`config.mk`:
```
export PLATFORM = sky130hd
export DESIGN_NAME = lowest_free_id_allocator
export DESIGN_NICKNAME = d
export VERILOG_FILES = /design/src/hdl/lfid_pkg.sv /design/src/hdl/lfid_bitmap.sv /design/src/hdl/lowest_free_id_allocator.sv
export SDC_FILE = /design/constraint.sdc
export NUM_CORES = 1
export LEC_CHECK = 0
export ABC_AREA = 1
export BUFFER_PORTS_ARGS = -buffer_cell sky130_fd_sc_hd__buf_4
export CORE_MARGIN = 2
export CORE_UTILIZATION = 38
export CTS_CLUSTER_SIZE = 20
export DETAILED_ROUTE_END_ITERATION = 10
export MAX_ROUTING_LAYER = met4
export PLACE_DENSITY = 0.59
export SLEW_MARGIN = 20
export SYNTH_ARGS = -nofsm -noshare
export SYNTH_HDL_FRONTEND = slang
export SYNTH_SLANG_ARGS = --single-unit
```
`constraint.sdc`:
```
create_clock -name clk -period 2.8 [get_ports clk]
set_input_delay 0 -clock clk [delete_from_list [all_inputs] [get_ports clk]]
set_output_delay 0 -clock clk [all_outputs]
set_load 0.02 [all_outputs]
```
`src/hdl/lfid_pkg.sv`:
```
// ----------------------------------------------------------------------------
// Lowest-free ID allocator package
// Shared constants, the bitmap row type and the lowest-free-bit search.
// ----------------------------------------------------------------------------
package lfid_pkg;

	localparam int ID_BITS  = 7;
	localparam int ROW_SH   = 3;
	localparam int ROW_BITS = 1 << ROW_SH;

	localparam logic FUNC_ALLOC   = 1'b0;
	localparam logic FUNC_RELEASE = 1'b1;

	localparam logic STATUS_OK        = 1'b0;
	localparam logic STATUS_EXHAUSTED = 1'b1;

	typedef logic [ROW_BITS-1:0] row_t;

	typedef struct packed {
		logic              hit;
		logic [ROW_SH-1:0] pos;
	} find_t;

	// Lowest set bit of a row of free flags.
	function automatic find_t find_first(input row_t free_bits);
		find_t res;
		res.hit = 1'b0;
		res.pos = '0;
		for (int b = ROW_BITS - 1; b >= 0; b--) begin
			if (free_bits[b]) begin
				res.hit = 1'b1;
				res.pos = ROW_SH'(b);
			end
		end
		return res;
	endfunction

endpackage

```
`src/hdl/lfid_bitmap.sv`:
```
// ----------------------------------------------------------------------------
// Lowest-free ID allocator bitmap store
// Row-wide used-flag memory with a registered read port, one write port and
// a clearing pass after reset.
// ----------------------------------------------------------------------------
module lfid_bitmap #(
	parameter int NROWS = 13,
	parameter int ROW_W = 4
) (
	input  logic                 clk,
	input  logic                 arst_n,
	input  logic [ROW_W-1:0]     rd_row,
	output lfid_pkg::row_t       rd_data,
	input  logic                 wr_en,
	input  logic [ROW_W-1:0]     wr_row,
	input  lfid_pkg::row_t       wr_data,
	output logic                 ready
);
	import lfid_pkg::*;

	row_t             mem [NROWS];
	row_t             rd_data_q;
	logic             clearing_q;
	logic [ROW_W-1:0] clr_row_q;

	always_ff @(posedge clk or negedge arst_n) begin
		if (!arst_n) begin
			clearing_q <= 1'b1;
			clr_row_q  <= '0;
		end else if (clearing_q) begin
			if (clr_row_q == ROW_W'(NROWS - 1)) begin
				clearing_q <= 1'b0;
			end
			clr_row_q <= ROW_W'(clr_row_q + 1'b1);
		end
	end

	always_ff @(posedge clk) begin
		if (clearing_q) begin
			mem[clr_row_q] <= '0;
		end else if (wr_en) begin
			mem[wr_row] <= wr_data;
		end
		rd_data_q <= mem[rd_row];
	end

	assign rd_data = rd_data_q;
	assign ready   = !clearing_q;

endmodule

```
`src/hdl/lowest_free_id_allocator.sv`:
```
// ----------------------------------------------------------------------------
// Lowest-free ID allocator
// Grants the lowest free ID in 1..ID_LIMIT-1 or echoes a nonzero held_id, and
// takes IDs back; a hint register of the lowest free ID is rebuilt row by row.
// ----------------------------------------------------------------------------
//  Channel   Dir  Fields (low bit first)
//  s_axis    in   tuser: func; tdata: held_id[6:0], pad
//  m_axis    out  tuser: status; tdata: granted_id[6:0], pad
//
// After reset the bitmap is cleared one row of eight IDs per cycle, with
// s_axis_tready low. An allocate served from the hint reads and updates
// one bitmap row, then scans one row per cycle for the new hint; a release
// reads and clears one bit. One item is in work at a time; a finished result
// waits in the output register while m_axis_tready is low.
// ----------------------------------------------------------------------------
module lowest_free_id_allocator #(
	parameter int ID_LIMIT = 100
) (
	input  logic       clk,
	input  logic       arst_n,
	input  logic       s_axis_tvalid,
	output logic       s_axis_tready,
	input  logic [7:0] s_axis_tdata,   // held_id[6:0], zero pad
	input  logic       s_axis_tuser,   // func
	output logic       m_axis_tvalid,
	input  logic       m_axis_tready,
	output logic [7:0] m_axis_tdata,   // granted_id[6:0], zero pad
	output logic       m_axis_tuser    // status
);
	import lfid_pkg::*;

	localparam int NROWS = (ID_LIMIT + ROW_BITS - 1) / ROW_BITS;
	localparam int ROW_W = (NROWS > 1) ? $clog2(NROWS) : 1;
	localparam int HW    = $clog2(ID_LIMIT + 1);
	localparam int ID_W  = (HW > ROW_W + ROW_SH) ? HW : ROW_W + ROW_SH;
	localparam int CMP_W = ((ID_W > ID_BITS) ? ID_W : ID_BITS) + 1;

	typedef enum logic [2:0] {
		ST_IDLE,
		ST_ASET,
		ST_SCAN,
		ST_RCLR,
		ST_DONE
	} state_t;

	state_t              state_q;
	logic [ID_W-1:0]     hint_q;
	logic [ROW_W-1:0]    row_q;
	logic [ROW_SH-1:0]   pos_q;
	logic [ID_BITS-1:0]  res_id_q;
	logic                res_st_q;
	logic                m_valid_q;
	logic [ID_BITS-1:0]  m_id_q;
	logic                m_st_q;

	logic [ID_BITS-1:0]  held;
	logic                accept;
	logic                map_ready;
	logic [ROW_W-1:0]    rd_row;
	row_t                rd_data;
	logic                wr_en;
	row_t                wr_data;
	row_t                pos_bit;
	row_t                row_mask;
	row_t                ge_mask;
	row_t                free_bits;
	find_t               hit;
	logic [ROW_W-1:0]    row_nxt;
	logic                row_last;
	logic                hint_full;
	logic                held_in_range;
	logic [ROW_W-1:0]    hint_row;
	logic [ROW_W-1:0]    held_row;

	assign held          = s_axis_tdata[ID_BITS-1:0];
	assign accept        = s_axis_tvalid && s_axis_tready;
	assign s_axis_tready = (state_q == ST_IDLE) && map_ready;

	assign hint_full     = (hint_q == ID_W'(ID_LIMIT));
	assign held_in_range = (held != '0) && (CMP_W'(held) < CMP_W'(ID_LIMIT));
	assign hint_row      = ROW_W'(hint_q >> ROW_SH);
	assign held_row      = ROW_W'(held >> ROW_SH);
	assign row_nxt       = ROW_W'(row_q + 1'b1);
	assign row_last      = (row_q == ROW_W'(NROWS - 1));
	assign pos_bit       = row_t'(1) << pos_q;

	// IDs at or beyond the limit in the last row never count as free.
	always_comb begin
		for (int b = 0; b < ROW_BITS; b++) begin
			row_mask[b] = ((CMP_W'(row_q) << ROW_SH) | CMP_W'(b)) < CMP_W'(ID_LIMIT);
			ge_mask[b]  = (ROW_SH'(b) >= pos_q);
		end
	end

	always_comb begin
		wr_en   = 1'b0;
		wr_data = rd_data;
		rd_row  = row_nxt;
		if (state_q == ST_IDLE) begin
			rd_row = (s_axis_tuser == FUNC_RELEASE) ? held_row : hint_row;
		end
		if (state_q == ST_ASET) begin
			wr_en   = 1'b1;
			wr_data = rd_data | pos_bit;
		end else if (state_q == ST_RCLR) begin
			wr_en   = 1'b1;
			wr_data = rd_data & ~pos_bit;
		end
		if (state_q == ST_ASET) begin
			free_bits = ~wr_data & row_mask & ge_mask;
		end else begin
			free_bits = ~rd_data & row_mask;
		end
		hit = find_first(free_bits);
	end

	lfid_bitmap #(
		.NROWS (NROWS),
		.ROW_W (ROW_W)
	) u_bitmap (
		.clk     (clk),
		.arst_n  (arst_n),
		.rd_row  (rd_row),
		.rd_data (rd_data),
		.wr_en   (wr_en),
		.wr_row  (row_q),
		.wr_data (wr_data),
		.ready   (map_ready)
	);

	always_ff @(posedge clk or negedge arst_n) begin
		if (!arst_n) begin
			state_q   <= ST_IDLE;
			hint_q    <= ID_W'(1);
			row_q     <= '0;
			pos_q     <= '0;
			res_id_q  <= '0;
			res_st_q  <= STATUS_OK;
			m_valid_q <= 1'b0;
			m_id_q    <= '0;
			m_st_q    <= STATUS_OK;
		end else begin
			// The done state reloads the output register itself.
			if (m_valid_q && m_axis_tready && state_q != ST_DONE) begin
				m_valid_q <= 1'b0;
			end
			unique case (state_q)
				ST_IDLE: begin
					if (accept) begin
						if (s_axis_tuser == FUNC_ALLOC) begin
							if (held != '0) begin
								res_id_q <= held;
								res_st_q <= STATUS_OK;
								state_q  <= ST_DONE;
							end else if (hint_full) begin
								res_id_q <= '0;
								res_st_q <= STATUS_EXHAUSTED;
								state_q  <= ST_DONE;
							end else begin
								res_id_q <= ID_BITS'(hint_q);
								res_st_q <= STATUS_OK;
								row_q    <= hint_row;
								pos_q    <= hint_q[ROW_SH-1:0];
								state_q  <= ST_ASET;
							end
						end else begin
							res_id_q <= '0;
							res_st_q <= STATUS_OK;
							if (held_in_range) begin
								row_q   <= held_row;
								pos_q   <= held[ROW_SH-1:0];
								state_q <= ST_RCLR;
								if (ID_W'(held) < hint_q) begin
									hint_q <= ID_W'(held);
								end
							end else begin
								state_q <= ST_DONE;
							end
						end
					end
				end
				ST_ASET, ST_SCAN: begin
					if (hit.hit) begin
						hint_q  <= ID_W'({row_q, hit.pos});
						state_q <= ST_DONE;
					end else if (row_last) begin
						hint_q  <= ID_W'(ID_LIMIT);
						state_q <= ST_DONE;
					end else begin
						row_q   <= row_nxt;
						state_q <= ST_SCAN;
					end
				end
				ST_RCLR: begin
					state_q <= ST_DONE;
				end
				ST_DONE: begin
					if (!m_valid_q || m_axis_tready) begin
						m_valid_q <= 1'b1;
						m_id_q    <= res_id_q;
						m_st_q    <= res_st_q;
						state_q   <= ST_IDLE;
					end
				end
				default: begin
					state_q <= ST_IDLE;
				end
			endcase
		end
	end

	assign m_axis_tvalid = m_valid_q;
	assign m_axis_tdata  = {1'b0, m_id_q};
	assign m_axis_tuser  = m_st_q;

endmodule
```
# Yosys cells after proc, flatten, opt, wreduce, memory -nomap -nowiden
# Memory sizes are Yosys's and may differ from the RTL's. A register that Yosys moved wholly into a read port is not among the register bits.
# Cells that the tools add are included.
# op_classes
n_lt_le_gt_ge,18
n_mux,62
eq_ne,22
add_sub_neg,2
bitwise_logic,8
shift,1
reduce_logical,19
# ops
cell,count
4-bit two-way mux,18
"7-bit < comparator, second input constant",9
7-bit two-way mux,9
3-bit two-way mux,12
8-bit AND,4
8-bit two-way mux,4
8-bit NOT,3
1-bit two-way mux,16
"2-bit != test, second input constant",8
"3-bit != test, second input constant",5
7-bit case mux with 2 select lines,1
"3-bit greater-or-equal comparator, first input constant",4
3-bit case mux with 4 select lines,1
"4-bit by 1-bit adder with 4-bit output, second input constant",2
"4-bit == test, second input constant",2
8-bit bitwise OR,1
4-bit case mux with 2 select lines,1
8-bit OR reduction,1
"1-bit by 3-bit left shift with 8-bit output, first input constant",1
"7-bit == test, second input constant",1
7-bit < comparator,1
7-bit AND reduction,1
7-bit nonzero test,1
"3-bit by 2-bit == test with 1-bit output, second input constant",2
other kinds (14),24
# totals
reg_bits,39
output_inout_bits,11
n_memories,1
mem_bits_rw,104
elab_cells,144
# memory_table
name,depth,width,rd,rd_clocked_by_memory_dff,write_ports,line_no,text
u_bitmap.mem,13,8,1,1,1,lfid_bitmap.sv:21,row_t mem [NROWS];

# Longest topological paths before layout
# logic_depth
word_depth,19
mapped_depth,16
ltp_nobuf,16

# Hierarchy
# A second synthesis with hierarchy kept.
# unflattened
hier_cells,852
hier_area_um2,7556.0
# modules_own_cells
module,instances,area_per_inst_um2,seq_area_each_um2,cells_per_inst
lfid_bitmap,1,5057.4,3409.5,485
lowest_free_id_allocator,1,2498.6,852.1,367

# Least setup slack after synthesis
# Ideal clock, no wire load.
# synth_path
path_kind,reg2reg
from,register u_bitmap.clearing_q
to,memory u_bitmap.mem[12][0] in the netlist's numbering (enable)
slack_ns,0.260
synth_period_minus_slack_ns,2.540
setup_ns,0.383
t_arrival_ns,2.156
t_required_ns,2.417
stages_incl_launch_ff,11
cell_sequence,dfstp_2 clkbuf_1 inv_1 nand2_1 buf_2 nand2_1 o21ai_1 inv_1 nor2_1 nand2_1 nor3_1
# synth_via
elab_chain_cells,4
word_cells_on_any_way,7
# synth_lines
element,line_no,text
"start, declared",lfid_bitmap.sv:23,logic clearing_q;
"start signal, assigned",lfid_bitmap.sv:28,clearing_q <= 1'b1;
"start signal, assigned",lfid_bitmap.sv:32,clearing_q <= 1'b0;
1-bit two-way mux,lfid_bitmap.sv:39,if (clearing_q) begin
1-bit two-way mux (implied by the code),lfid_bitmap.sv:42,mem[wr_row] <= wr_data;
8-bit OR reduction (no line),n/a,
4-bit two-way mux (no line) / 1-bit two-way mux (equally long branches),n/a,
"end, declared",lfid_bitmap.sv:21,
# Parallel ways exist; a longest one is shown, timed or not.

# Worst setup path after layout
# layout_path
from,register state_q[1]
to,"register u_bitmap.rd_data_q[3], in the netlist u_bitmap.rd_data[3], read port of u_bitmap.mem"
# layout_via
elab_chain_cells,2
# layout_lines
element,line_no,text
"start, declared",lowest_free_id_allocator.sv:46,state_t state_q;
"start signal, assigned",lowest_free_id_allocator.sv:133,state_q <= ST_IDLE;
"start signal, assigned",lowest_free_id_allocator.sv:154,state_q <= ST_DONE;
"start signal, assigned",lowest_free_id_allocator.sv:158,state_q <= ST_DONE;
3-bit zero test,lowest_free_id_allocator.sv:99,if (state_q == ST_IDLE) begin
4-bit two-way mux,lowest_free_id_allocator.sv:99,
"end, declared",lfid_bitmap.sv:22,row_t rd_data_q;
# No other way between the ends.
# A chain may end at the register's enable or synchronous reset.

==> flow_summary.yaml <==
status:
  run_status: "finished clean"
logic_synthesis:
  yosys_warnings: 0
  syn_avg_cell_area_um2: 10.1
  syn_inst: 702
  yosysUniqueCellTypes: 46
  synth_seq_area_share: 0.601
  ys_ff_latch: 151
  ys_dominant_reg_cell: "edfxtp_1"
  synth_edf_count: 104
  synthTopCellsByArea: "edfxtp_1 44%, dfrtp_1 13%, nand2_1 6.1%"
  synth_fp_nets: 726
  syn_area_um2: 7090
  synthArstFlopShare: 0.258
  yosysTopAreaCellShare: 0.440
  yosysTopAreaCell: "edfxtp_1"
setup_path:
  end_kind: "register"
  critPathLaunchType: "register"
  crit_arrival_ns: 2.73
  required_ns: 3.15
  cp_max_fo: 32
  critPathKind: "register to register"
timing:
  setup-tns-final_ns: 0
  finalSetupViolCount: 0
  finalMaxSlewViolations: 0
  grt_setup_unrepaired: "false"
  hold_ws_ns: 0.0464
  final_hold_viol_count: 0
  fmax_ghz: 0.420
  period_needed_ns: 2.38
  fin_skew_ns: 0.00771
  slew-limit-headroom: 0.287
  setup_slack_ns: 0.417
  worst_pin_slew_ns: 1.07
  finalCritPeriodShare: 0.851
clock_tree:
  clock-sinks: 151
  cts_buffers: 17
  postCtsSetupBuffers: 0
  cts_root_buffer: "clkbuf_16"
  clk_pin_slew_ns: 0.06
  cts_tree: "yes"
  cts-htree-levels: 4
  worstSkewPairLatency_ns: 0.43
  cts_buffer_depth: 2
place:
  port_buffers: 21
  dp_slack_ns: 0.326
  dpl-instance-area_um2: 7600
  place_hpwl_um: 11100
  gp_congestion: 0.923
grt:
  use_met1: 0.232
  gr-total-overflow: 0
  grt_use_met3: 0.0272
  grt_max_degree: 40
  grt_pass1_wl_um: 26600
  grt_pass1_vias: 5130
  grt_antenna_before_repair: 0
  top_usage_layer: "met2"
  grt.met2_usage: 0.282
  grtUsageTotal: 0.179
power_and_ir_drop:
  powerDensity_nw_per_um2: 1060
  total_power_uw: 8790
  vdd_ir_drop_max_uv: 722
  p_leak_uw: 0.00330
drt:
  wl_um: 16400
  drc_errors: 0
  drtPass1Iterations: 5
  drtIter0Drc: 459
  wire_per_inst_um: 16.6
  ant_nets: 0
  viasPerCell: 5.24
  vias: 5201
final_layout:
  syn_to_final_growth_pct: 16.6
  drive_gt1_frac: 0.166
  fillers: 1674
  final_cell_area_um2: 8270
  num_antenna_cells: 0
  nets: 774
floorplanning:
  fp.dieH_um: 141
  dieArea_um2: 19800
  row_count: 49
  start_util: 0.391
  die_w_um: 141
  pin_count: 24
  core-area_um2: 18100
run:
  timing.max_cap.violations: 0
hold_path:
  min_path_type: "input port to register"
==> synth_stat cells, types with 7 or more instances <==
master and instances:
nand4_1 7, nand2_1 115, ha_1 11, o221ai_1 9
inv_2 7, o22ai_1 14, o21ai_1 14, dfxtp_1 8
edfxtp_1 104, o21bai_1 9, a21oi_1 28, nor2_1 79
buf_2 14, o211ai_1 17, o21ai_0 72, dfrtp_1 37
nand2_2 15, nand3_1 23, inv_1 54
==> sequential cells by signal, summed over array words and instances (netlist names) <==
register and cells:
row_q 4, res_id_q 7, hint_q 7, m_axis_tvalid 1
u_bitmap.clearing_q 1, res_st_q 1, u_bitmap.clr_row_q 4, m_id_q 7
u_bitmap.rd_data 8, m_axis_tuser 1, u_bitmap.mem 104, pos_q 3
state_q 3
==> kinds of logic (layout without fill, tap and decap cells) <==
| family | Yosys count | after routing | synth area share |
|---|---|---|---|
| DFF | 151 | 151 | 0.601 |
| buffers and inverters | 90 | 151 | 0.0554 |
| AOI/OAI and AO/OA | 178 | 178 | 0.149 |
| adders and majority gates | 11 | 11 | 0.0194 |
| and+or+nand+nor | 266 | 266 | 0.169 |
| xor gates and xnor gates | 5 | 5 | 0.00617 |
| other | 1 | 1 | 0.000529 |
==> what timing repair did <==
| action | 4_1_cts | 5_1_grt |
|---|---|---|
| hold buffers | 10 | 0 |
| hold endpoints to repair | 55 | 0 |
| setup endpoints to repair | 0 | 8 |
| resized for setup | 0 | 1 |
==> power breakdown <==
part	total (uW)	switching, uW	internal [uW]
Combinational	3640	2430	1210
Sequential	2980	260	2720
Clock	2160	993	1170
==> placed cells by master (no fill, tap or decap), types with 3 or more instances in the layout <==
cell type and count:
a21oi_1 26, inv_1 54, buf_4 46, ha_1 11, o21ai_2 4, o21ai_1 14
dfxtp_1 8, xor2_1 4, clkbuf_16 17, nand4_1 7, edfxtp_1 104, dfrtp_1 37
o22ai_1 14, nor3_1 4, o221ai_1 9, o211ai_1 17, inv_8 3, or2_2 6
a31oi_1 3, nand3b_1 3, clkinv_1 3, nand2_2 16, inv_2 7, o21bai_1 9
nand2_1 114, dlygate4sd3_1 10, nor2_1 79, nand3_1 23, inv_6 6, o21ai_0 72
==> stage by stage <==
step | utilization | std cells
CTS | 0.455 | 992
global route | 0.456 | 992
detailed placement | 0.419 | 950
finish | 0.456 | 992
floorplan | - | 702
global placement | 0.419 | 950
==> worst paths after layout <==
| kind | start | to | slack, ns | cells after the start |
|---|---|---|---|---|
| max reg2reg | state_q[1]$_DFFE_PN0P_ | u_bitmap.rd_data[3]$_DFF_P_ | 0.42 | 10 |
| max in group asynchronous | arst_n | hint_q[0]$_DFFE_PN1P_ | 2.35 | 2 |
| min reg2reg | m_id_q[5]$_DFFE_PN0P_ | m_id_q[5]$_DFFE_PN0P_ | 0.48 | 2 |
| max | state_q[1]$_DFFE_PN0P_ | u_bitmap.rd_data[3]$_DFF_P_ | 0.42 | 10 |
| min in group asynchronous | arst_n | row_q[3]$_DFFE_PN0P_ | 0.08 | 2 |
| min | s_axis_tdata[2] | pos_q[2]$_DFFE_PN0P_ | 0.05 | 5 |
==> routing by layer <==
layer	part of all wire	wire (um)
met5	0	0
met4	0.022	363
met3	0.032	527
met2	0.47	7760
met1	0.47	7770
==> critical path: stages, from the launching register on <==
cell      delay (ns)
dfrtp_1         0.46
nor2_1          0.20
nand2_2         0.20
inv_2           0.13
nand2_1         0.07
nand2_1         0.16
buf_4           0.34
nor2_1          0.08
o311ai_1        0.39
nand3_1         0.15
o21ai_1         0.13
==> area by class of cell <==
class,count,area [um2],share of cell area
Sequential cell,151,4260,0.515
Multi-Input combinational cell,461,2460,0.298
Timing Repair Buffer,57,465,0.0563
Clock buffer,17,425,0.0514
Tap cell,229,287,0.0346
Inverter,62,233,0.0281
Clock inverter,15,135,0.0163
Power figures use the tool's default switching activity.
